## src/design/assert_macros.svh

```systemverilog
// Assertion helpers shared by the RTL; clocked on clk, quiet while rst_n is low
`ifndef ASSERT_MACROS_SVH
`define ASSERT_MACROS_SVH

// Check that cons holds in the same cycle as ante
`define ASSERT_IMPLIES(lbl, ante, cons) \
    lbl: assert property (@(posedge clk) disable iff (!rst_n) (ante) |-> (cons)) \
        else $error("same-cycle implication failed");

// Check that cons holds in the cycle after ante
`define ASSERT_NEXT(lbl, ante, cons) \
    lbl: assert property (@(posedge clk) disable iff (!rst_n) (ante) |=> (cons)) \
        else $error("next-cycle implication failed");

`endif

```

## src/design/lmbr_pkg.sv

```systemverilog
`default_nettype none

package lmbr_pkg;

    // Coordinate width default
    localparam int COORD_BITS_DEF = 32;

    // Configuration register widths and reset values
    localparam int CFG_W      = 31;
    localparam int MT_W       = 16;
    localparam int CFG_ADDR_W = 2;
    localparam logic [CFG_W-1:0] CUBE_RST   = 31'd13107200;
    localparam logic [CFG_W-1:0] RANGE_RST  = 31'd19660800;
    localparam logic [MT_W-1:0]  THRESH_RST = 16'd384;

    // Derived value widths
    localparam int HALF_W = CFG_W - 1;
    localparam int PROD_W = MT_W + CFG_W;
    localparam int THR_W  = PROD_W - 8;
    localparam int MOV_W  = THR_W + 2;

    // Divide-by-five unit: biased dividend width and bias position
    localparam int DIV_W      = 45;
    localparam int DIV_BIAS_B = 42;

    // Depth of the command queue between front and back
    localparam int QUEUE_DEPTH = 2;

    typedef enum logic [CFG_ADDR_W-1:0] {
        REG_CUBE   = 2'd0,
        REG_RANGE  = 2'd1,
        REG_THRESH = 2'd2
    } cfg_reg_t;

    typedef enum logic [1:0] {
        KIND_INIT   = 2'd0,
        KIND_HOLD   = 2'd1,
        KIND_REMOVE = 2'd2,
        KIND_BOX    = 2'd3
    } kind_t;

    typedef enum logic [1:0] {
        CLS_INIT = 2'd0,
        CLS_HOLD = 2'd1,
        CLS_MOVE = 2'd2
    } cls_t;

    typedef enum logic [2:0] {
        PU_MUL   = 3'd0,
        PU_PREP  = 3'd1,
        PU_SER1  = 3'd2,
        PU_SER2  = 3'd3,
        PU_SER3  = 3'd4,
        PU_FIX   = 3'd5,
        PU_DONE  = 3'd6,
        PU_READY = 3'd7
    } pu_state_t;

    // Classified command control bits
    typedef struct packed {
        cls_t       cls;
        logic [2:0] move;
        logic [2:0] down;
    } cmd_ctrl_t;

    // Step values derived from the configuration
    typedef struct packed {
        logic                    ready;
        logic [HALF_W-1:0]       half;
        logic [THR_W-1:0]        thr;
        logic signed [MOV_W-1:0] mov;
    } step_t;

endpackage

`default_nettype wire

```

## src/design/lmbr_queue.sv

```systemverilog
`default_nettype none

module lmbr_queue
    import lmbr_pkg::*;
#(
    parameter int DATA_W = 8,
    parameter int DEPTH  = QUEUE_DEPTH
)
(
    input  wire logic              clk,
    input  wire logic              rst_n,
    input  wire logic              wr_en,
    input  wire logic [DATA_W-1:0] wr_data,
    output logic                   full,
    input  wire logic              rd_en,
    output logic [DATA_W-1:0]      rd_data,
    output logic                   empty
);

    localparam int PTR_W = (DEPTH > 1) ? $clog2(DEPTH) : 1;
    localparam int CNT_W = $clog2(DEPTH + 1);

    logic [DATA_W-1:0] mem_reg [DEPTH];
    logic [PTR_W-1:0]  wr_ptr_reg, wr_ptr_next;
    logic [PTR_W-1:0]  rd_ptr_reg, rd_ptr_next;
    logic [CNT_W-1:0]  count_reg, count_next;
    logic              do_wr;
    logic              do_rd;

    always_comb
    begin
        full    = (count_reg == CNT_W'(DEPTH));
        empty   = (count_reg == '0);
        do_wr   = wr_en && !full;
        do_rd   = rd_en && !empty;
        rd_data = mem_reg[rd_ptr_reg];
    end

    // Advance pointers with wrap at the depth
    always_comb
    begin
        wr_ptr_next = wr_ptr_reg;
        rd_ptr_next = rd_ptr_reg;
        count_next  = count_reg;
        if (do_wr)
        begin
            wr_ptr_next = (wr_ptr_reg == PTR_W'(DEPTH - 1)) ? '0 : wr_ptr_reg + 1'b1;
        end
        if (do_rd)
        begin
            rd_ptr_next = (rd_ptr_reg == PTR_W'(DEPTH - 1)) ? '0 : rd_ptr_reg + 1'b1;
        end
        if (do_wr && !do_rd)
        begin
            count_next = count_reg + 1'b1;
        end
        else if (do_rd && !do_wr)
        begin
            count_next = count_reg - 1'b1;
        end
    end

    always_ff @(posedge clk or negedge rst_n)
    begin
        if (!rst_n)
        begin
            wr_ptr_reg <= '0;
            rd_ptr_reg <= '0;
            count_reg  <= '0;
        end
        else
        begin
            wr_ptr_reg <= wr_ptr_next;
            rd_ptr_reg <= rd_ptr_next;
            count_reg  <= count_next;
        end
    end

    // Store the entry
    always_ff @(posedge clk)
    begin
        if (do_wr)
        begin
            mem_reg[wr_ptr_reg] <= wr_data;
        end
    end

endmodule

`default_nettype wire

```

## config.mk

```make
export PLATFORM = sky130hd
export DESIGN_NAME = lmbr_queue
export DESIGN_NICKNAME = d
export VERILOG_FILES = /design/src/design/assert_macros.svh /design/src/design/lmbr_pkg.sv /design/src/design/lmbr_queue.sv
export SDC_FILE = /design/constraint.sdc
export NUM_CORES = 1
export LEC_CHECK = 0
export ABC_AREA = 1
export BUFFER_PORTS_ARGS = -buffer_cell sky130_fd_sc_hd__buf_2
export CAP_MARGIN = 40
export CORE_MARGIN = 10
export CORE_UTILIZATION = 47
export CTS_CLUSTER_SIZE = 24
export DETAILED_ROUTE_END_ITERATION = 16
export GPL_TIMING_DRIVEN = 0
export PLACE_DENSITY = 0.72
export SLEW_MARGIN = 20
export SYNTH_ARGS = -nofsm -noshare
export SYNTH_HDL_FRONTEND = slang
export SYNTH_SLANG_ARGS = --single-unit
```

## constraint.sdc

```tcl
create_clock -name clk -period 3.5 [get_ports clk]
set_clock_uncertainty 0.05 [all_clocks]
set_input_delay 0.35 -clock clk [delete_from_list [all_inputs] [get_ports clk]]
set_output_delay 0.35 -clock clk [all_outputs]
set_load 0.01 [all_outputs]
```

==> insert_results.sql <==
INSERT INTO impl_metrics (metric_group, metric, value, unit) VALUES
('synthesis', 'synthSimpleGateAreaFrac', '20.1', '%'),
('sta', 'maxSlewViolCount', '0', ''),
('sta', 'finalWorstSetupSlack', '1.84', 'ns'),
('global_routing', 'largest_net_degree_at_the_start_of_global_routing', '12', ''),
('setup_path', 'worst_setup_path_start_kind', 'flip-flop', ''),
('place', 'dp_hpwl', '1.13', 'mm'),
('setup_path', 'r2r_setup_slack', '1.84', 'ns'),
('global_routing', 'grt_util_all_layers', '9.02', '%'),
('synthesis', 'synthCells', '73', ''),
('setup_path', 'critPathMaxFanout', '8', ''),
('synthesis', 'syn_area_per_cell', '11.1', 'um^2'),
('synthesis', 'synth_adder_area_share', '1.55', '%'),
('routing', 'ant_nets', '0', ''),
('sta', 'tightest_slew', '0.737', 'ns'),
('setup_path', 'number_of_buffers_and_inverters_on_the_critical_path', '1', ''),
('setup_path', 'timing.rr.start', 'count_reg[1]', ''),
('power', 'p_total', '0.771', 'mW'),
('global_routing', 'grt_overflow_total', '0', ''),
('synthesis', 'ys_seq_elements', '20', ''),
('synthesis', 'count_of_flip_flops_with_a_built_in_enable_after_synthesis', '16', ''),
('sta', 'rsz_0062_raised_after_global_routing', 'no', ''),
('setup_path', 'critical_path_arrival', '1.55', 'ns'),
('synthesis', 'yosys.cell_count.top_type', 'nand2_1', ''),
('routing', 'routed_via_count', '553', ''),
('final_layout', 'nNetsFinal', '113', ''),
('clock_network', 'cts.reportedPaths.clkPinSlew', '0.10', 'ns'),
('place', 'dpl_worst_slack', '1.82', 'ns'),
('sta', 'worst_slew_margin_rel', '50.7', '%'),
('synthesis', 'synth-seq-area-share', '71.7', '%'),
('setup_path', 'rr_endpoint', 'mem_reg[1][7]', ''),
('global_routing', 'global_route.usage.met3', '4.12', '%'),
('floorplan', 'die_width', '61.5', 'um'),
('synthesis', 'mappedNetlistNets', '86', ''),
('sta', 'timing.final.crit_share', '47.5', '%'),
('place', 'globalplace.congestion', '0.748', ''),
('floorplan', 'rows', '14', ''),
('routing', 'drt-total-wl', '1.53', 'mm'),
('power', 'peakVddDrop', '0.000523', 'V'),
('clock_network', 'cts_root_buf', 'clkbuf_4', ''),
('floorplan', 'coreArea', '1560', 'um^2'),
('synthesis', 'compound_gate_fraction_of_synth_area', '1.24', '%'),
('setup_path', 'critical_path.top_delay_family', 'simple AND/OR/NAND/NOR gates', ''),
('synthesis', 'syn_area', '810', 'um^2'),
('routing', 'route.detailed.drc', '0', ''),
('final_layout', 'fillCellCount', '131', ''),
('global_routing', 'grt_antenna_before_repair', '0', ''),
('sta', 'fin_crit', '1.66', 'ns'),
('sta', 'hold_viol', '0', ''),
('routing', 'routed_wire_per_std_cell', '13.3', 'um'),
('setup_path', 'endpoint_kind', 'flip-flop', ''),
('synthesis', 'dominant_combinational_cell_family_by_area_after_synthesis', 'simple AND/OR/NAND/NOR gates', ''),
('synthesis', 'netlist-cell-type-count', '14', ''),
('setup_path', 'worst-endpoint-required', '3.38', 'ns'),
('place', 'port_buffers', '21', ''),
('clock_network', 'ctsHtreeMaxLevel', '1', ''),
('floorplan', 'initial_core_util', '51.9', '%'),
('setup_path', 'critPathMaxStageDelay', '0.59', 'ns'),
('status', 'outcome', 'finished, final reports clean', ''),
('routing', 'drt_iter0_markers', '18', ''),
('setup_path', 'setup.worst_path.class', 'reg -> reg', ''),
('routing', 'vias_per_cell', '4.81', ''),
('hold_path', 'worstHoldEndpoint', 'mem_reg[1][3]', ''),
('setup_path', 'timing.reg2reg.worst_path_depth', '3', ''),
('global_routing', 'most_crowded_layer_gr', 'met2', ''),
('clock_network', 'cts-buffers-inserted', '3', ''),
('hold_path', 'worst_hold_startpoint', 'wr_data[3]', ''),
('sta', 'timing.final.setup_violations', '0', ''),
('clock_network', 'cts_buffer_depth', '2', ''),
('clock_network', 'cts.sinks', '20', ''),
('global_routing', 'wire_length_of_the_first_global_routing_pass', '2.40', 'mm'),
('synthesis', 'synth_largest_type_area_fraction', '59.4', '%');
-- how the worst max path moves through the flow --
stage | startpoint | endpoint | slack (ns) | cells past startpoint
6_report | count_reg[1] | mem_reg[1][7] | 1.84 | 3
5_1_grt | rd_ptr_reg | rd_data[2] | 1.71 | 5
4_1_cts | count_reg[1] | mem_reg[1][1] | 1.79 | 3
3_5_place_dp | count_reg[1] | mem_reg[1][1] | 1.82 | 3
3_3_place_gp | count_reg[1] | mem_reg[1][7] | 1.91 | 3
2_1_floorplan | count_reg[1] | mem_reg[1][0] | 2.13 | 3
-- layout by cell type (no fill, tap or decap), drive strengths merged --
| cell | count |
|---|---|
| buf | 22 |
| clkbuf | 4 |
| dfrtp | 4 |
| dlygate4sd3 | 1 |
| edfxtp | 16 |
| ha | 1 |
| inv | 8 |
| nand2 | 33 |
| nand3 | 1 |
| nand3b | 1 |
| nand4 | 1 |
| nor2 | 4 |
| o21ai | 2 |
| xnor2 | 1 |
-- cells by family (layout without fill, tap and decap cells) --
| logic type | count (synthesis) | in the layout |
|---|---|---|
| simple gates | 40 | 40 |
| flops | 20 | 20 |
| buf+inv | 9 | 35 |
| compound gates | 2 | 2 |
| fa+ha+maj | 1 | 1 |
| xor+xnor | 1 | 1 |
-- repair_timing --
| action | CTS | global route |
|---|---|---|
| setup buffers | 0 | 0 |
| hold endpoints to repair | 4 | 0 |
| hold buffers | 1 | 0 |
-- area by class of cell --
class / instances / share of cell area (%)
Sequential cell: 20 / 59.8
Timing Repair Buffer: 22 / 11.9
Tap cell: 16 / 2.06
Multi-Input combinational cell: 44 / 20.0
Buffer: 1 / 0.515
Inverter: 8 / 3.09
Clock buffer: 4 / 2.71
-- power by group --
group	total, mW	internal, mW	switching (mW)
Combinational	0.304	0.110	0.193
Clock	0.107	0.0443	0.0627
Sequential	0.361	0.331	0.0299
Total	0.771	0.485	0.286
-- metrics by stage --
stage / cells / hold slack, ns
2_1_floorplan: 73 / 0.00441
3_3_place_gp: 110 / 0.113
3_5_place_dp: 110 / 0.116
4_1_cts: 115 / 0.183
5_1_grt: 115 / 0.174
6_report: 115 / 0.190
-- layer usage --
| layer | part of all wire [%] | vias to the layer above |
|---|---|---|
| met5 | 0 | - |
| met4 | 2.2 | 0 |
| met3 | 9.8 | 4 |
| met2 | 48 | 17 |
| met1 | 40 | 245 |
| li1 | - | 287 |
(Power assumes the default switching activity.)
