[src/design/assert_macros.svh]
// Assertion helpers shared by the RTL; clocked on clk, quiet while rst_n is low
`ifndef ASSERT_MACROS_SVH
`define ASSERT_MACROS_SVH

// Check that cons holds in the same cycle as ante
`define ASSERT_IMPLIES(lbl, ante, cons) \
    lbl: assert property (@(posedge clk) disable iff (!rst_n) (ante) |-> (cons)) \
        else $error("same-cycle implication failed");

// Check that cons holds in the cycle after ante
`define ASSERT_NEXT(lbl, ante, cons) \
    lbl: assert property (@(posedge clk) disable iff (!rst_n) (ante) |=> (cons)) \
        else $error("next-cycle implication failed");

`endif

[src/design/lmbr_pkg.sv]
`default_nettype none

package lmbr_pkg;

    // Coordinate width default
    localparam int COORD_BITS_DEF = 32;

    // Configuration register widths and reset values
    localparam int CFG_W      = 31;
    localparam int MT_W       = 16;
    localparam int CFG_ADDR_W = 2;
    localparam logic [CFG_W-1:0] CUBE_RST   = 31'd13107200;
    localparam logic [CFG_W-1:0] RANGE_RST  = 31'd19660800;
    localparam logic [MT_W-1:0]  THRESH_RST = 16'd384;

    // Derived value widths
    localparam int HALF_W = CFG_W - 1;
    localparam int PROD_W = MT_W + CFG_W;
    localparam int THR_W  = PROD_W - 8;
    localparam int MOV_W  = THR_W + 2;

    // Divide-by-five unit: biased dividend width and bias position
    localparam int DIV_W      = 45;
    localparam int DIV_BIAS_B = 42;

    // Depth of the command queue between front and back
    localparam int QUEUE_DEPTH = 2;

    typedef enum logic [CFG_ADDR_W-1:0] {
        REG_CUBE   = 2'd0,
        REG_RANGE  = 2'd1,
        REG_THRESH = 2'd2
    } cfg_reg_t;

    typedef enum logic [1:0] {
        KIND_INIT   = 2'd0,
        KIND_HOLD   = 2'd1,
        KIND_REMOVE = 2'd2,
        KIND_BOX    = 2'd3
    } kind_t;

    typedef enum logic [1:0] {
        CLS_INIT = 2'd0,
        CLS_HOLD = 2'd1,
        CLS_MOVE = 2'd2
    } cls_t;

    typedef enum logic [2:0] {
        PU_MUL   = 3'd0,
        PU_PREP  = 3'd1,
        PU_SER1  = 3'd2,
        PU_SER2  = 3'd3,
        PU_SER3  = 3'd4,
        PU_FIX   = 3'd5,
        PU_DONE  = 3'd6,
        PU_READY = 3'd7
    } pu_state_t;

    // Classified command control bits
    typedef struct packed {
        cls_t       cls;
        logic [2:0] move;
        logic [2:0] down;
    } cmd_ctrl_t;

    // Step values derived from the configuration
    typedef struct packed {
        logic                    ready;
        logic [HALF_W-1:0]       half;
        logic [THR_W-1:0]        thr;
        logic signed [MOV_W-1:0] mov;
    } step_t;

endpackage

`default_nettype wire

[src/design/lmbr_cfg_unit.sv]
`default_nettype none

module lmbr_cfg_unit
    import lmbr_pkg::*;
(
    input  wire logic                  clk,
    input  wire logic                  rst_n,
    input  wire logic                  cfg_we,
    input  wire logic [CFG_ADDR_W-1:0] cfg_addr,
    input  wire logic [CFG_W-1:0]      cfg_data,
    output step_t                      step
);

    localparam logic [DIV_W-1:0] DIV_BIAS = DIV_W'(5) << DIV_BIAS_B;
    localparam logic [DIV_W-2:0] A_BIAS   = (DIV_W-1)'(1) << DIV_BIAS_B;

    pu_state_t               state_reg, state_next;
    logic [CFG_W-1:0]        cube_reg;
    logic [CFG_W-1:0]        range_reg;
    logic [MT_W-1:0]         thresh_reg;
    logic [THR_W-1:0]        thr_reg;
    logic [DIV_W-1:0]        div_reg;
    logic [DIV_W-1:0]        quo_reg;
    logic signed [MOV_W-1:0] mov_reg;

    logic [PROD_W-1:0]       prod;
    logic [MOV_W-1:0]        diff;
    logic [DIV_W-1:0]        nine;
    logic [DIV_W-1:0]        dividend;
    logic [DIV_W-1:0]        q0;
    logic [DIV_W-1:0]        q1;
    logic [DIV_W-1:0]        q2;
    logic [DIV_W-1:0]        q3;
    logic [DIV_W-1:0]        q4;
    logic [3:0]              rem4;
    logic [1:0]              corr;
    logic [DIV_W-2:0]        a_full;
    logic signed [MOV_W-1:0] a_val;
    logic signed [MOV_W-1:0] b_val;
    logic signed [MOV_W-1:0] mov_val;

    // Hold configuration registers
    always_ff @(posedge clk or negedge rst_n)
    begin
        if (!rst_n)
        begin
            cube_reg   <= CUBE_RST;
            range_reg  <= RANGE_RST;
            thresh_reg <= THRESH_RST;
        end
        else if (cfg_we)
        begin
            case (cfg_addr)
                REG_CUBE:   cube_reg   <= cfg_data;
                REG_RANGE:  range_reg  <= cfg_data;
                REG_THRESH: thresh_reg <= cfg_data[MT_W-1:0];
                default:    ;
            endcase
        end
    end

    // Sequence: multiply, prepare dividend, divide in stages, pick move distance
    always_comb
    begin
        state_next = state_reg;
        case (state_reg)
            PU_MUL:   state_next = PU_PREP;
            PU_PREP:  state_next = PU_SER1;
            PU_SER1:  state_next = PU_SER2;
            PU_SER2:  state_next = PU_SER3;
            PU_SER3:  state_next = PU_FIX;
            PU_FIX:   state_next = PU_DONE;
            PU_DONE:  state_next = PU_READY;
            PU_READY: state_next = PU_READY;
            default:  state_next = PU_MUL;
        endcase
        if (cfg_we)
        begin
            state_next = PU_MUL;
        end
    end

    always_ff @(posedge clk or negedge rst_n)
    begin
        if (!rst_n)
        begin
            state_reg <= PU_MUL;
        end
        else
        begin
            state_reg <= state_next;
        end
    end

    // Threshold product and a = floor(9 * (cube - 2*thr) / 20) prep
    always_comb
    begin
        prod     = PROD_W'(thresh_reg) * PROD_W'(range_reg);
        diff     = MOV_W'(cube_reg) - {1'b0, thr_reg, 1'b0};
        nine     = {{1{diff[MOV_W-1]}}, diff, 3'b000} + {{4{diff[MOV_W-1]}}, diff};
        dividend = {{2{nine[DIV_W-1]}}, nine[DIV_W-1:2]} + DIV_BIAS;
    end

    // Divide by five: x * 0.8 as a shift-and-add series, then quarter it;
    // the estimate is at most two low, fixed from the low remainder bits
    always_comb
    begin
        q0   = {1'b0, div_reg[DIV_W-1:1]} + {2'b00, div_reg[DIV_W-1:2]};
        q1   = q0 + {4'b0000, q0[DIV_W-1:4]};
        q2   = quo_reg + {8'h00, quo_reg[DIV_W-1:8]};
        q3   = q2 + {16'h0000, q2[DIV_W-1:16]};
        q4   = quo_reg + {32'h0000_0000, quo_reg[DIV_W-1:32]};
        rem4 = div_reg[3:0] - {quo_reg[1:0], 2'b00} - quo_reg[3:0];
        if (rem4 >= 4'd10)
            corr = 2'd2;
        else if (rem4 >= 4'd5)
            corr = 2'd1;
        else
            corr = 2'd0;
    end

    // Move distance = max(a, thr - range)
    always_comb
    begin
        a_full  = quo_reg[DIV_W-2:0] - A_BIAS;
        a_val   = $signed(a_full[MOV_W-1:0]);
        b_val   = $signed(MOV_W'(thr_reg) - MOV_W'(range_reg));
        mov_val = (a_val > b_val) ? a_val : b_val;
    end

    always_ff @(posedge clk)
    begin
        case (state_reg)
            PU_MUL:
            begin
                thr_reg <= prod[PROD_W-1:8];
            end
            PU_PREP:
            begin
                div_reg <= dividend;
            end
            PU_SER1:
            begin
                quo_reg <= q1;
            end
            PU_SER2:
            begin
                quo_reg <= q3;
            end
            PU_SER3:
            begin
                quo_reg <= {2'b00, q4[DIV_W-1:2]};
            end
            PU_FIX:
            begin
                quo_reg <= quo_reg + DIV_W'(corr);
            end
            PU_DONE:
            begin
                mov_reg <= mov_val;
            end
            default: ;
        endcase
    end

    always_comb
    begin
        step.ready = (state_reg == PU_READY);
        step.half  = cube_reg[CFG_W-1:1];
        step.thr   = thr_reg;
        step.mov   = mov_reg;
    end

endmodule

`default_nettype wire

[config.mk]
export PLATFORM = sky130hd
export DESIGN_NAME = lmbr_cfg_unit
export DESIGN_NICKNAME = d
export VERILOG_FILES = /design/src/design/assert_macros.svh /design/src/design/lmbr_pkg.sv /design/src/design/lmbr_cfg_unit.sv
export SDC_FILE = /design/constraint.sdc
export NUM_CORES = 2
export LEC_CHECK = 0
export ABC_AREA = 1
export BUFFER_PORTS_ARGS = -buffer_cell sky130_fd_sc_hd__buf_2
export CAP_MARGIN = 15
export CORE_AREA = 2 2 341 343
export CTS_CLUSTER_DIAMETER = 150
export DETAILED_ROUTE_END_ITERATION = 6
export DIE_AREA = 0 0 343 345
export GPL_TIMING_DRIVEN = 0
export HOLD_SLACK_MARGIN = 0.08
export RECOVER_POWER = 25
export SYNTH_ARGS = -nofsm -noshare
export SYNTH_HDL_FRONTEND = slang
export SYNTH_SLANG_ARGS = --single-unit
[constraint.sdc]
create_clock -name clk -period 6.3 [get_ports clk]
set_clock_uncertainty 0.1 [all_clocks]
set_input_delay 0.63 -clock clk [delete_from_list [all_inputs] [get_ports clk]]
set_output_delay 0.63 -clock clk [all_outputs]
set_load 0.1 [all_outputs]
==> flow_summary.yaml <==
min_path:
  hold_class: "in2reg"
  holdPathStages: 3
  hold_path.startpoint: "cfg_data[22]"
logic_synthesis:
  syn-cell-area_mm2: 0.0457
  ys_ff_latch: 249
  seq_area_frac_synth_pct: 15.5
  synth_edf_count: 168
  synth.distinct_cells: 71
  yosys_warnings: 0
  netlist_instances: 6520
  synthFlopType: "edfxtp_1"
  avgSynthCellArea_um2: 7.01
  synthArstFlopShare_pct: 32.5
  synthesis.nets: 7397
cells_and_area:
  postLayoutCellArea_mm2: 0.0510
  drive_gt1_share_pct: 9.96
  fillers: 12171
  regArea_mm2: 0.00713
  syn2layout_area_growth_pct: 11.5
  multi_input_area_mm2: 0.0334
  layout_commonest_cell: "nand2_1"
  antennaDiodeCount: 0
  final_cell_mix: "nand2_1, inv_1, a21oi_1"
  largest_reg_flops: 45
  final_net_count: 7601
  fin_util_pct: 44.3
sta:
  final-max-slew-violation-count: 70
  max_clock_freq_mhz: 160
  setup_tns_ns: 0
  setup_viol: 0
  tightestPinTransition_ns: 2.03
  period_needed_ns: 6.25
  grt_setup_unrepaired: "true"
  holdWs_ns: 0.167
  relSlewSlack_pct: -35.2
  min_period_over_period_pct: 99.3
  finalHoldViolCount: 0
critical_path:
  worst_r2r_startpoint: "thresh_reg[2]"
  required_ns: 6.57
  critPathCaptureType: "flip-flop"
  crit_type: "reg2reg"
  crit_arrival_ns: 6.53
  reg2regPathDepth: 25
  setup.worst_path.start_class: "flip-flop"
  worst-path-max-fanout: 10
  cp-startpoint: "thresh_reg[2]"
status:
  violations: "design-rule violations, max-capacitance violations, max-slew violations"
  status: "finished with violations"
floorplanning:
  start_util_pct: 39.7
  row_count: 125
  fp.dieH_um: 345
  core_mm2: 0.115
  chipWidth_um: 343
  dieArea_mm2: 0.118
  num_io_pins: 147
global_route:
  grt_max_degree: 51
  grt_pass1_wl_um: 274000
  antenna_found_initial: 9
  grt_pass1_vias: 43979
  grt-ovfl-total: 0
  grt.total_usage_pct: 30.9
placement:
  dp_hpwl_um: 156000
  placed_area_mm2: 0.0485
  io_buffers: 145
  gp_congestion: 1.02
clocking:
  clockBufferDepth: 3
  htree_num_levels: 2
  numClockSinks: 249
  cts_tree: "yes"
  clk-insertion-delay-late_ns: 0.62
  cts_buffers: 36
  cts-root-buf: "clkbuf_16"
  clk_pin_slew_ns: 0.06
route:
  vias_per_cell: 5.39
  drt-total-wl_um: 186000
  vias: 44577
  drtPass1Iterations: 7
  drt_iter0_drc: 3636
  ant_nets: 0
  routedWlPerCell_um: 22.5
  route.detailed.drc: 3
flow_run:
  cap_violations: 2
timing repair:
action,in CTS,in global routing
hold endpoints to repair,24,0
setup endpoints to repair,76,63
gates resized for setup,216,154
hold buffers,1,0
buffers inserted,25,19
pin swaps,4,26
synthesized netlist by cell type (all sizes together) (5+ instances only):
| library cell | instances | share of area (%) |
|---|---|---|
| ha | 428 | 12 |
| xor2 | 167 | 3.2 |
| and3 | 6 | 0.082 |
| o21bai | 34 | 0.57 |
| buf | 61 | 0.81 |
| a21o | 20 | 0.33 |
| fa | 413 | 18 |
| o2111ai | 11 | 0.21 |
| nor2 | 499 | 4.4 |
| o21ai | 400 | 4.4 |
| a31oi | 47 | 0.64 |
| o211ai | 22 | 0.36 |
| xnor2 | 90 | 1.7 |
| dfstp | 9 | 0.52 |
| a211oi | 11 | 0.18 |
| or2 | 13 | 0.18 |
| inv | 1317 | 11 |
| nor3 | 60 | 0.74 |
| nand2 | 1616 | 14 |
| nand4 | 77 | 1.1 |
| o21a | 26 | 0.43 |
| edfxtp | 168 | 11 |
| o31ai | 8 | 0.15 |
| a221oi | 5 | 0.096 |
| o221ai | 10 | 0.19 |
| a21boi | 16 | 0.28 |
| dfrtp | 72 | 3.9 |
| a21oi | 484 | 5.4 |
| nand3b | 11 | 0.18 |
| nand3 | 246 | 2.8 |
| nor4 | 25 | 0.36 |
| clkbuf | 125 | 1.0 |
layout make-up:
class,count,area share [%]
multi-input cells,4765,65.6
flip-flops and latches,249,14.0
inverters,1320,9.72
well taps,1524,3.74
repair buffers,196,2.30
plain buffers,156,2.24
clock buffers,40,1.90
clock inverters,23,0.538
per-layer routing:
layer | global-route usage (%) | vias up | part of all wire [%] | wire length [µm]
met4 | 14.2 | 12 | 5.4 | 10100
li1 | - | 21092 | - | -
met2 | 51.4 | 1744 | 46 | 86300
met3 | 5.58 | 404 | 7.8 | 14600
met1 | 38.9 | 21325 | 40 | 75200
met5 | 0 | - | 0.038 | 71
cell families (layout without fill, tap and decap cells):
| kind of cell | count (synthesis) | count (layout) | synth area share [%] |
|---|---|---|---|
| buf+inv | 1506 | 1735 | 12.7 |
| compound gates | 1107 | 1107 | 13.5 |
| flops | 249 | 249 | 15.5 |
| simple gates | 2560 | 2560 | 23.6 |
| fa+ha+maj | 841 | 841 | 29.8 |
| xor+xnor | 257 | 257 | 4.93 |
worst max-delay path, cell delays in order, from the launching register on:
cell and delay, ns:
dfrtp_1 0.44, clkbuf_2 0.37, nand2_1 0.13, fa_1 0.52, inv_1 0.06, fa_1 0.53
inv_1 0.05, fa_1 0.51, inv_1 0.06, fa_1 0.52, fa_1 0.51, inv_1 0.05
fa_1 0.50, inv_1 0.05, ha_1 0.38, nand2_2 0.13, nor2_2 0.18, inv_1 0.12
nor2_1 0.19, nand4_1 0.13, nand2_1 0.17, nand3_1 0.09, nand3_1 0.10, nand2_1 0.06
inv_1 0.05, nor2_1 0.04
worst paths after layout:
kind | slack [ns] | to
min | 0.17 | cube_reg[22]
max reg2reg | 0.05 | thr_reg[31]
min in group asynchronous | 1.03 | cube_reg[26]
min reg2reg | 0.42 | cube_reg[23]
max in group asynchronous | 3.75 | range_reg[30]
max | 0.05 | thr_reg[31]
per-stage QoR:
step | std cells | setup WS, ns
global placement | 8189 | -1.21
CTS | 8255 | 0.00641
detailed placement | 8195 | -1.28
global route | 8273 | -0.133
floorplan | 6520 | 0.325
finish | 8273 | 0.0465
Power is left out: the tool's default activity adds up to more than one toggle a clock period on the data nets, which glitch-free logic cannot reach.
