--- src/design/assert_macros.svh ---
// Assertion helpers shared by the RTL; clocked on clk, quiet while rst_n is low
`ifndef ASSERT_MACROS_SVH
`define ASSERT_MACROS_SVH

// Check that cons holds in the same cycle as ante
`define ASSERT_IMPLIES(lbl, ante, cons) \
    lbl: assert property (@(posedge clk) disable iff (!rst_n) (ante) |-> (cons)) \
        else $error("same-cycle implication failed");

// Check that cons holds in the cycle after ante
`define ASSERT_NEXT(lbl, ante, cons) \
    lbl: assert property (@(posedge clk) disable iff (!rst_n) (ante) |=> (cons)) \
        else $error("next-cycle implication failed");

`endif

--- src/design/lmbr_pkg.sv ---
`default_nettype none

package lmbr_pkg;

    // Coordinate width default
    localparam int COORD_BITS_DEF = 32;

    // Configuration register widths and reset values
    localparam int CFG_W      = 31;
    localparam int MT_W       = 16;
    localparam int CFG_ADDR_W = 2;
    localparam logic [CFG_W-1:0] CUBE_RST   = 31'd13107200;
    localparam logic [CFG_W-1:0] RANGE_RST  = 31'd19660800;
    localparam logic [MT_W-1:0]  THRESH_RST = 16'd384;

    // Derived value widths
    localparam int HALF_W = CFG_W - 1;
    localparam int PROD_W = MT_W + CFG_W;
    localparam int THR_W  = PROD_W - 8;
    localparam int MOV_W  = THR_W + 2;

    // Divide-by-five unit: biased dividend width and bias position
    localparam int DIV_W      = 45;
    localparam int DIV_BIAS_B = 42;

    // Depth of the command queue between front and back
    localparam int QUEUE_DEPTH = 2;

    typedef enum logic [CFG_ADDR_W-1:0] {
        REG_CUBE   = 2'd0,
        REG_RANGE  = 2'd1,
        REG_THRESH = 2'd2
    } cfg_reg_t;

    typedef enum logic [1:0] {
        KIND_INIT   = 2'd0,
        KIND_HOLD   = 2'd1,
        KIND_REMOVE = 2'd2,
        KIND_BOX    = 2'd3
    } kind_t;

    typedef enum logic [1:0] {
        CLS_INIT = 2'd0,
        CLS_HOLD = 2'd1,
        CLS_MOVE = 2'd2
    } cls_t;

    typedef enum logic [2:0] {
        PU_MUL   = 3'd0,
        PU_PREP  = 3'd1,
        PU_SER1  = 3'd2,
        PU_SER2  = 3'd3,
        PU_SER3  = 3'd4,
        PU_FIX   = 3'd5,
        PU_DONE  = 3'd6,
        PU_READY = 3'd7
    } pu_state_t;

    // Classified command control bits
    typedef struct packed {
        cls_t       cls;
        logic [2:0] move;
        logic [2:0] down;
    } cmd_ctrl_t;

    // Step values derived from the configuration
    typedef struct packed {
        logic                    ready;
        logic [HALF_W-1:0]       half;
        logic [THR_W-1:0]        thr;
        logic signed [MOV_W-1:0] mov;
    } step_t;

endpackage

`default_nettype wire

--- src/design/lmbr_back.sv ---
`default_nettype none

module lmbr_back
    import lmbr_pkg::*;
#(
    parameter int COORD_BITS = COORD_BITS_DEF
)
(
    input  wire logic                       clk,
    input  wire logic                       rst_n,
    input  wire logic                       cmd_valid,
    output logic                            cmd_pop,
    input  wire cmd_ctrl_t                  cmd_ctrl,
    input  wire logic [2:0][COORD_BITS-1:0] cmd_old_lo,
    input  wire logic [2:0][COORD_BITS-1:0] cmd_old_hi,
    input  wire logic [2:0][COORD_BITS-1:0] cmd_new_lo,
    input  wire logic [2:0][COORD_BITS-1:0] cmd_new_hi,
    output logic                            empty,
    input  wire logic                       pop,
    output kind_t                           res_kind,
    output logic [2:0][COORD_BITS-1:0]      res_lo,
    output logic [2:0][COORD_BITS-1:0]      res_hi,
    output logic                            res_last
);

    logic                       res_valid_reg, res_valid_next;
    kind_t                      res_kind_reg;
    logic [2:0][COORD_BITS-1:0] res_lo_reg;
    logic [2:0][COORD_BITS-1:0] res_hi_reg;
    logic                       res_last_reg;
    logic [2:0]                 done_reg, done_next;

    logic                       load;
    logic                       issue;
    logic [2:0]                 remain;
    logic [2:0]                 sel;
    kind_t                      kind_c;
    logic [2:0][COORD_BITS-1:0] lo_c;
    logic [2:0][COORD_BITS-1:0] hi_c;
    logic                       last_c;

    // Pick the next result of the head command
    always_comb
    begin
        load   = !res_valid_reg || pop;
        issue  = load && cmd_valid;
        remain = cmd_ctrl.move & ~done_reg;
        sel    = remain & (~remain + 3'd1);
        kind_c = KIND_BOX;
        lo_c   = cmd_new_lo;
        hi_c   = cmd_new_hi;
        last_c = 1'b1;
        case (cmd_ctrl.cls)
            CLS_INIT:
            begin
                kind_c = KIND_INIT;
            end
            CLS_HOLD:
            begin
                kind_c = KIND_HOLD;
                lo_c   = cmd_old_lo;
                hi_c   = cmd_old_hi;
            end
            CLS_MOVE:
            begin
                if (remain != 3'b000)
                begin
                    kind_c = KIND_REMOVE;
                    last_c = 1'b0;
                    lo_c   = cmd_old_lo;
                    hi_c   = cmd_old_hi;
                    for (int i = 0; i < 3; i++)
                    begin
                        if (sel[i] && cmd_ctrl.down[i])
                            lo_c[i] = cmd_new_hi[i];
                        else if (sel[i])
                            hi_c[i] = cmd_new_lo[i];
                    end
                end
            end
            default: ;
        endcase
        cmd_pop        = issue && last_c;
        done_next      = done_reg;
        res_valid_next = res_valid_reg;
        if (issue)
        begin
            done_next      = last_c ? 3'b000 : (done_reg | sel);
            res_valid_next = 1'b1;
        end
        else if (pop)
        begin
            res_valid_next = 1'b0;
        end
    end

    always_ff @(posedge clk or negedge rst_n)
    begin
        if (!rst_n)
        begin
            res_valid_reg <= 1'b0;
            done_reg      <= 3'b000;
        end
        else
        begin
            res_valid_reg <= res_valid_next;
            done_reg      <= done_next;
        end
    end

    // Load the output register
    always_ff @(posedge clk)
    begin
        if (issue)
        begin
            res_kind_reg <= kind_c;
            res_lo_reg   <= lo_c;
            res_hi_reg   <= hi_c;
            res_last_reg <= last_c;
        end
    end

    always_comb
    begin
        empty    = !res_valid_reg;
        res_kind = res_kind_reg;
        res_lo   = res_lo_reg;
        res_hi   = res_hi_reg;
        res_last = res_last_reg;
    end

endmodule

`default_nettype wire

--- config.mk ---
export PLATFORM = sky130hd
export DESIGN_NAME = lmbr_back
export DESIGN_NICKNAME = d
export VERILOG_FILES = /design/src/design/assert_macros.svh /design/src/design/lmbr_pkg.sv /design/src/design/lmbr_back.sv
export SDC_FILE = /design/constraint.sdc
export NUM_CORES = 1
export LEC_CHECK = 0
export BUFFER_PORTS_ARGS = -buffer_cell sky130_fd_sc_hd__buf_2
export CAP_MARGIN = 20
export CORE_AREA = 10 10 221 223
export CTS_BUF_LIST = sky130_fd_sc_hd__clkbuf_4
export DETAILED_ROUTE_END_ITERATION = 8
export DIE_AREA = 0 0 231 233
export PLACE_DENSITY = 0.57
export SLEW_MARGIN = 5
export SYNTH_ARGS = -nofsm -noshare
export SYNTH_HDL_FRONTEND = slang
export SYNTH_SLANG_ARGS = --single-unit
--- constraint.sdc ---
create_clock -name clk -period 9.3 [get_ports clk]
set_clock_uncertainty 0.05 [all_clocks]
set_input_delay 1.395 -clock clk [delete_from_list [all_inputs] [get_ports clk]]
set_output_delay 1.395 -clock clk [all_outputs]
set_load 0.005 [all_outputs]
==> results.yml, run 1 <==
run_status:
  status: "complete, no violations"
timing:
  max_clock_freq_mhz: 241
  fin_tns_setup_ns: 0
  fin_crit_ns: 4.15
  slew_viol_final: 0
  slew-limit-headroom_pct: 28.5
  rsz0062_at_grt: "false"
  setup_viol: 0
  finalCritPeriodShare_pct: 44.6
  tightestPinTransition_ns: 1.07
  hold_violations: 0
route:
  vias: 9315
  dr.pass1.iters: 5
  wirelength_microns: 45600
  route.detailed.drc: 0
  ant_nets: 0
  drt_iter0_drc: 640
  vias_per_cell: 4.88
  wl_per_cell_microns: 23.9
synthesis:
  synth-async-reset-ratio_pct: 2.01
  yosys_warnings: 0
  synth_cell_type_count: 40
  syn_inst: 745
  synth_area_sq_um: 9990
  ys_ff_latch: 199
  yosys.area.top_type: "edfxtp_1"
  synth-seq-area-share_pct: 59.6
  yosys_most_used_dff: "edfxtp_1"
  synth_area_leaders: "edfxtp_1 (59%), a22o_1 (8.5%), a21o_1 (7.3%)"
  synth_top_area_share_pct: 58.6
  syn_area_per_cell_sq_um: 13.4
  synth_edf_count: 195
  synth_nets: 1144
critical_path:
  regToRegStartpoint: "done_reg[2]$_DFFE_PN0P_"
  critPathCaptureType: "output pin"
  setup.worst_path.end: "cmd_pop"
  critPathLaunch: "cmd_ctrl[5]"
  worstSetupPathType: "primary input to output pin"
  rrSetupSlack_ns: 6.32
  cp_data_required_time_ns: 7.86
  r2r_cells: 6
  arrival_ns: 2.71
  r2r_end: "res_lo[56]$_DFFE_PP_"
  cp_max_fo: 4
  startpoint_type: "primary input"
floorplanning:
  ioPinCount: 593
  die_w_microns: 231
  core_area_sq_um: 44100
  die_height_microns: 233
  rows: 77
  start_util_pct: 22.6
  die_area_sq_um: 53800
final_layout:
  drive_gt1_share_pct: 51.8
  area_delta_synth_final_pct: 39.3
  nets: 1699
  fillCellCount: 4599
  layout_common_cells: "buf_2 (592), edfxtp_1 (195), a22o_1 (97), a21o_1 (97), nand2_1 (67)"
  fin_util_pct: 31.5
  final_common_cell: "buf_2"
cts:
  postCtsSetupBuffers: 0
  ctsHoldBuffers: 0
  htree_levels: 4
  ctsResizeCount: 0
  path_clk_slew_ns: 0.17
  cts_buffers: 17
  insertion_delay_ns: 0.73
  cts_root_buffer: "clkbuf_4"
  clkSinkCount: 199
  cts_max_path_buffers: 2
  cts_tree: "yes"
grt:
  grt_use_total_pct: 16.0
  busiest_layer: "met2"
  antenna_found_initial: 6
  grt_pass1_wl_microns: 64200
  grt_util_met2_pct: 26.9
  use_met1_pct: 18.0
  met3_usage_pct: 6.25
  grt-ovfl-total: 0
  grt_pass1_vias: 9671
  grt_max_degree: 128
power_and_ir_drop:
  p_clk_share_pct: 24.2
  peakVddDrop_uv: 80.9
  combPwrFrac_pct: 23.0
  p_int_mw: 1.49
  power_leakage_nw: 6.60
  switchingPower_mw: 0.605
  swShare_pct: 28.9
  p_seq_share_pct: 52.8
  p_per_area_nw_per_um2: 151
placement:
  place_hpwl_microns: 35100
  gp_congestion: 0.887
  io_buffers: 592
worst_hold_path:
  hp-class: "primary input to async pin"
run:
  maxCapViolations: 0
layout make-up:
class / count / area (sq um) / area share (%)
diodes: 7 / 17.5 / 0.126
clock buffers: 19 / 143 / 1.03
clock inverters: 11 / 134 / 0.962
inverters: 7 / 33.8 / 0.243
multi-input cells: 467 / 3780 / 27.2
flip-flops and latches: 199 / 5960 / 42.8
well taps: 592 / 741 / 5.32
repair buffers: 608 / 3110 / 22.3
synth_stat cells (all sizes together), types with 2 or more instances:
library cell,number
edfxtp,195
a21o,97
a22o,97
nand2,67
a221o,64
clkbuf,40
and3,33
nor3b,33
a32oi,32
buf,32
inv,7
nand2b,6
nor2b,5
o21ai,5
a21oi,4
dfrtp,4
ha,3
nor2,3
nor3,3
o31ai,2
o41ai,2
or4,2
cells by family after synthesis:
logic type | synth area share (%)
adders and majority gates | 0.376
buffers and inverters | 3.53
and+or+nand+nor | 10.3
AOI/OAI and AO/OA | 26.1
DFF | 59.6
power groups by stage:
stage | registers [mW] | logic [mW] | clock network, mW
after floorplan | 1.14 | 0.217 | 0
after global placement | 1.13 | 0.473 | 0
after detailed placement | 1.13 | 0.481 | 0
after CTS | 1.11 | 0.482 | 0.532
after global routing | 1.11 | 0.523 | 0.561
final | 1.11 | 0.482 | 0.507
per-layer routing:
metal | vias to the layer above | wire (microns)
li1 | 4174 | -
met1 | 4568 | 16900
met2 | 521 | 22900
met3 | 52 | 4670
met4 | 0 | 1110
met5 | - | 0
per-stage QoR:
step	instance area (sq um)	instances	setup slack, ns	hold slack [ns]	total power, mW
6_report	13900	1910	5.15	0.402	2.10
3_3_place_gp	13600	1871	4.84	0.468	1.60
2_1_floorplan	9990	745	3.27	0.427	1.36
5_1_grt	13900	1908	5.09	0.310	2.20
3_5_place_dp	13600	1871	4.79	0.482	1.61
4_1_cts	13900	1901	5.16	0.288	2.12
critical path: stages:
cell     delay [ns]
buf_2          0.12
nor2b_1        0.19
or3_1          0.44
a21oi_1        0.34
buf_2          0.22
worst min-delay path by stage:
stage | cells past startpoint | slack (ns) | endpoint | startpoint
final | 1 | 0.40 | res_valid_reg$_DFFE_PN0P_ | rst_n
after global routing | 1 | 0.31 | res_valid_reg$_DFFE_PN0P_ | rst_n
after CTS | 1 | 0.29 | res_valid_reg$_DFFE_PN0P_ | rst_n
after detailed placement | 2 | 0.48 | done_reg[1]$_DFFE_PN0P_ | done_reg[1]$_DFFE_PN0P_
after global placement | 2 | 0.47 | done_reg[1]$_DFFE_PN0P_ | done_reg[1]$_DFFE_PN0P_
after floorplan | 2 | 0.43 | res_valid_reg$_DFFE_PN0P_ | res_valid_reg$_DFFE_PN0P_
No activity file was read; power rests on OpenSTA's default activity.
==> run 2: changes to the inputs <==
- CORE_AREA: 10 10 221 223 -> 10 10 224 226
- DIE_AREA: 0 0 231 233 -> 0 0 234 236
- PLACE_DENSITY: 0.57 -> 0.56
- clock period: 9.3 -> 4.05 ns (I/O delays scaled with it)
==> run 2 against run 1 <==
  * Final cell count up 13%
  * Power increased by 140%
  * Via count up 11%
  * Register-to-register slack lost 5.4 ns
  * Sequential share of layout area is 6.3 points lower
  * Global-route usage up 0.54 points
  * Worst setup slack worse by 4.4 ns
==> results.yml, run 2 (synthesis gave the netlist of run 1 again) <==
run_status:
  status: "complete, no violations"
timing:
  tightestPinTransition_ns: 1.09
  slew-limit-headroom_pct: 27.1
  hold_violations: 0
  finalCritPeriodShare_pct: 81.3
  rsz0062_at_grt: "false"
  slew_viol_final: 0
  max_clock_freq_mhz: 304
  fin_crit_ns: 3.29
  timing.hold.ws_ns: 0.126
  setup_viol: 0
cts:
  cts_tree: "yes"
  cts_max_path_buffers: 2
  clkSinkCount: 199
  cts_root_buffer: "clkbuf_4"
  ctsResizeCount: 0
  insertion_delay_ns: 0.75
  htree_levels: 4
  path_clk_slew_ns: 0.19
  cts_buffers: 17
  postCtsSetupBuffers: 0
final_layout:
  fin_util_pct: 35.5
  layout_common_cells: "buf_2 (592), dlygate4sd3_1 (230), edfxtp_1 (195), a22o_1 (97), a21o_1 (97)"
  area_delta_synth_final_pct: 63.2
  drive_gt1_share_pct: 44.7
  nets: 1933
  final_common_cell: "buf_2"
  fin_cells: 2159
grt:
  grt_max_degree: 88
  grt_use_total_pct: 16.5
  grt_pass1_vias: 10900
  grt_pass1_wl_microns: 69000
  antenna_found_initial: 10
  grt-ovfl-total: 0
route:
  vias_per_cell: 4.79
  wl_per_cell_microns: 22.1
  drt_iter0_drc: 642
  route.detailed.drc: 0
  dr.pass1.iters: 5
  vias: 10300
  wirelength_microns: 47700
  ant_nets: 0
critical_path:
  cp_data_required_time_ns: 4.64
  arrival_ns: 3.88
  startpoint_type: "primary input"
  worstSetupPathType: "primary input to register"
  critPathCaptureType: "register"
  cp_max_fo: 24
  rrSetupSlack_ns: 0.92
power_and_ir_drop:
  p_per_area_nw_per_um2: 305
  peakVddDrop_uv: 174
  power_leakage_nw: 7.64
placement:
  place_inst: 1891
  io_buffers: 592
  gp_congestion: 0.873
  place_hpwl_microns: 35000
run:
  maxCapViolations: 0
worst_hold_path:
  hp-class: "primary input to register"
floorplanning:
  core_area_sq_um: 45900
  die_area_sq_um: 55200
  die_w_microns: 234
  rows: 79
  start_util_pct: 21.8
  ioPinCount: 593
  die_height_microns: 236
[run 2: cell count changes in the layout (fill, tap and decap cells not counted), moves of 2 or more]
cell	delta
buf_12	+4
bufinv_16	-3
clkinv_1	-5
clkinv_4	+5
clkinvlp_4	+2
diode_2	-2
dlygate4sd3_1	+230
inv_6	+2
[run 2: report_power, final]
part / total, mW / leakage [nW] / switching [mW] / internal, mW
registers: 2.54 / 1.95 / 0.0510 / 2.49
clock network: 1.07 / 0.137 / 0.802 / 0.266
logic: 1.37 / 5.56 / 0.659 / 0.707
total: 4.97 / 7.64 / 1.51 / 3.46
[run 2: area by class of cell]
type,count,area (sq um)
flip-flops and latches,199,5960
clock buffers,18,135
inverters,7,30.0
multi-input cells,467,3790
diodes,5,12.5
clock inverters,14,121
repair buffers,842,5490
fillers,4538,29600
well taps,607,759
[run 2: metal layers]
layer | global-route usage [%] | routed length, microns | up-vias
li1 | - | - | 4653
met1 | 18.5 | 18400 | 5023
met2 | 28.0 | 23400 | 582
met3 | 5.44 | 4470 | 76
met4 | 7.29 | 1420 | 8
met5 | 0 | 55 | -
[run 2: worst max-delay path, cell delays in order]
cell	delay, ns
dlygate4sd3_1	0.57
buf_2	0.14
nor2b_2	0.54
o31ai_1	0.22
a21oi_4	0.75
buf_4	0.32
a221o_1	0.16
dlygate4sd3_1	0.54
[run 2: worst paths after layout]
kind                                    startpoint                   endpoint  cells after the start
min                                 cmd_new_lo[86]       res_lo[86]$_DFFE_PP_                      2
max                                    cmd_ctrl[4]       res_lo[70]$_DFFE_PP_                      8
min in group asynchronous                    rst_n  res_valid_reg$_DFFE_PN0P_                      2
min reg2reg                done_reg[1]$_DFFE_PN0P_    done_reg[1]$_DFFE_PN0P_                      2
max in group asynchronous                    rst_n    done_reg[1]$_DFFE_PN0P_                      2
max reg2reg                done_reg[1]$_DFFE_PN0P_       res_lo[70]$_DFFE_PP_                      6
[run 2: metrics by stage]
step / power, mW / worst slack [ns] / setup TNS [ns] / area (sq um)
finish: 4.97 / 0.756 / 0 / 16300
global placement: 3.69 / 0.913 / 0 / 13700
detailed placement: 3.72 / 0.851 / 0 / 13700
global route: 5.21 / 0.648 / 0 / 16300
floorplan: 3.12 / -0.125 / -24.33 / 10000
CTS: 5.04 / 0.781 / 0 / 16300
[run 2: what timing repair did]
item / in CTS / in global routing
endpoints found under the setup margin: 0 / 0
hold buffers: 230 / 0
endpoints found under the hold margin: 177 / 0
==> run 3: changes to the inputs <==
- ABC_AREA: default -> 1
- CORE_AREA: 10 10 224 226 -> 10 10 223 225
- DIE_AREA: 0 0 234 236 -> 0 0 233 235
- PLACE_DENSITY: 0.56 -> 0.65
- clock period: 4.05 -> 2.9 ns (I/O delays scaled with it)
==> run 3 against run 2 <==
  * Sequential share of layout area down 7.6 points
  * Clock power rose by 43%
  * Clock-buffer cell count unchanged
  * Global-route usage is 5.4 points higher
  * Worst setup slack worse by 0.52 ns
  * Synthesized cell count grew 150%
  * Via count grew 58%
  * Die area decreased by 0.85%
  * Flip-flop and latch count stayed put
  * Critical path depth is 1 higher
==> results.yml, run 3 <==
synthesis:
  yosys-top-cells-count: "nand2_1 (971), nand3_1 (199), edfxtp_1 (195), inv_1 (146), nor2_1 (129)"
  synth-async-reset-ratio_pct: 2.01
  synth_cell_type_count: 26
  yosys.area.top_type: "edfxtp_1"
  synth_edf_count: 195
  synth_area_leaders: "edfxtp_1 (45%), nand2_1 (28%), nand3_1 (7.7%)"
  yosys_most_used_dff: "edfxtp_1"
  syn_inst: 1851
  synth_top_area_share_pct: 45.2
  syn_area_per_cell_sq_um: 7.00
  yosys_warnings: 0
  synth.most_common_cell: "nand2_1"
  ys_ff_latch: 199
  synth_area_sq_um: 13000
  synth-seq-area-share_pct: 46.0
  synth_nets: 2250
critical_path:
  crit_path_frequent_cell: "nand2_4"
  crit_path_max_incr_delay_ns: 0.57
  worstSetupPathType: "register to register"
  arrival_ns: 3.24
  cp_max_fo: 32
  cp_data_required_time_ns: 3.48
  critPathCaptureType: "register"
  path_cells: "inv_2, nand2_4, nand2_4, nor2_8, nand2_4, nand2_1, nand3_1, a21oi_1, dlygate4sd3_1"
  startpoint_type: "register"
  cp_slowest_cell: "dlygate4sd3_1"
final_layout:
  layout_common_cells: "nand2_1 (970), buf_2 (592), dlygate4sd3_1 (391), nand3_1 (199), edfxtp_1 (195)"
  nets: 3176
  fin_cells: 3399
  drive_gt1_share_pct: 24.7
  area_delta_synth_final_pct: 58.6
  final_common_cell: "nand2_1"
cts:
  path_clk_slew_ns: 0.19
  htree_levels: 4
  cts_max_path_buffers: 2
  insertion_delay_ns: 0.75
  clkSinkCount: 199
  cts_buffers: 17
  postCtsSetupBuffers: 0
  cts_tree: "yes"
  cts_root_buffer: "clkbuf_4"
timing:
  max_clock_freq_mhz: 375
  tightestPinTransition_ns: 0.833
  finalCritPeriodShare_pct: 91.9
  setup_viol: 0
  slew-limit-headroom_pct: 44.5
  fin_ws_ns: 0.235
  fin_tns_setup_ns: 0
  hold_violations: 0
  slew_viol_final: 0
  fin_crit_ns: 2.67
  rsz0062_at_grt: "false"
  timing.hold.ws_ns: 0.140
floorplanning:
  start_util_pct: 28.7
  ioPinCount: 593
  core_area_sq_um: 45100
  die_height_microns: 235
  die_area_sq_um: 54800
  rows: 78
  die_w_microns: 233
grt:
  grt_use_total_pct: 22.0
  grt_max_degree: 108
  grt_pass1_wl_microns: 94200
  grt-ovfl-total: 0
  grt_pass1_vias: 16300
  antenna_found_initial: 18
placement:
  place_hpwl_microns: 43000
  gp_congestion: 0.920
  place_ws_ns: 0.571
  place_inst: 2967
  io_buffers: 592
power_and_ir_drop:
  p_per_area_nw_per_um2: 387
  power_leakage_nw: 10.7
  finalPower_mw: 7.96
  peakVddDrop_uv: 241
route:
  ant_nets: 0
  vias: 16300
  wirelength_microns: 62300
  route.detailed.drc: 0
  drt_iter0_drc: 1422
  vias_per_cell: 4.79
  wl_per_cell_microns: 18.3
  dr.pass1.iters: 6
worst_hold_path:
  hp-class: "primary input to register"
run_status:
  status: "complete, no violations"
run:
  maxCapViolations: 0
==> run 3: cell type report <==
class	instances	area (sq um)
Antenna cell	9	22.5
Clock buffer	18	135
Clock inverter	14	116
Fill cell	4390	24500
Inverter	151	578
Multi-Input combinational cell	1388	5720
Sequential cell	199	5960
Tap cell	600	751
Timing Repair Buffer	1020	7270
==> run 3: path summary, 6_finish.rpt <==
path                       slack [ns]                         to                    start  cells after the start
max                              0.23       res_hi[76]$_DFFE_PP_  done_reg[1]$_DFFE_PN0P_                      9
min                              0.14       res_hi[92]$_DFFE_PP_           cmd_old_hi[92]                      5
max reg2reg                      0.23       res_hi[76]$_DFFE_PP_  done_reg[1]$_DFFE_PN0P_                      9
min reg2reg                      0.50    done_reg[2]$_DFFE_PN0P_  done_reg[2]$_DFFE_PN0P_                      2
max in group asynchronous        2.00  res_valid_reg$_DFFE_PN0P_                    rst_n                      3
min in group asynchronous        0.56    done_reg[1]$_DFFE_PN0P_                    rst_n                      3
==> run 3: power breakdown <==
group / switching (mW) / internal (mW) / leakage (nW)
clock network: 1.16 / 0.370 / 0.134
registers: 0.0879 / 3.52 / 1.95
logic: 1.48 / 1.34 / 8.65
==> run 3: cells by family after synthesis <==
group                    count (synthesis)  synth area share, %
flip-flops                             199                 46.0
buffers and inverters                  264                 9.99
AND/OR/NAND/NOR                       1318                 41.1
AO/OA/AOI/OAI                           67                 2.62
adder cells (fa/ha/maj)                  3                0.290
==> run 3: layer usage <==
| metal | up-vias | wire (microns) | GRT usage (%) |
|---|---|---|---|
| met5 | - | 100 | 0 |
| met2 | 1036 | 29900 | 36.9 |
| met1 | 7413 | 22300 | 24.3 |
| met3 | 176 | 7190 | 7.55 |
| met4 | 16 | 2770 | 10.5 |
| li1 | 7651 | - | - |
==> run 3: what timing repair did <==
item                                    in CTS  in global routing
hold endpoints to repair                   201                  0
endpoints found under the setup margin       0                  0
resized for setup                            0                  0
hold buffers                               391                  0
==> run 3: worst max-delay path: cells and delay by family (launching register included) <==
family | cells | cell delay (ns)
flops | 1 | 0.44
buf+inv | 2 | 0.63
compound gates | 1 | 0.18
simple gates | 6 | 1.23
==> run 3: stage by stage <==
stage               instance area [sq um]  util (%)
finish                              20500      45.6
global route                        20500      45.6
detailed placement                  16400      36.3
floorplan                           13000         -
CTS                                 20500      45.5
global placement                    16400      36.3
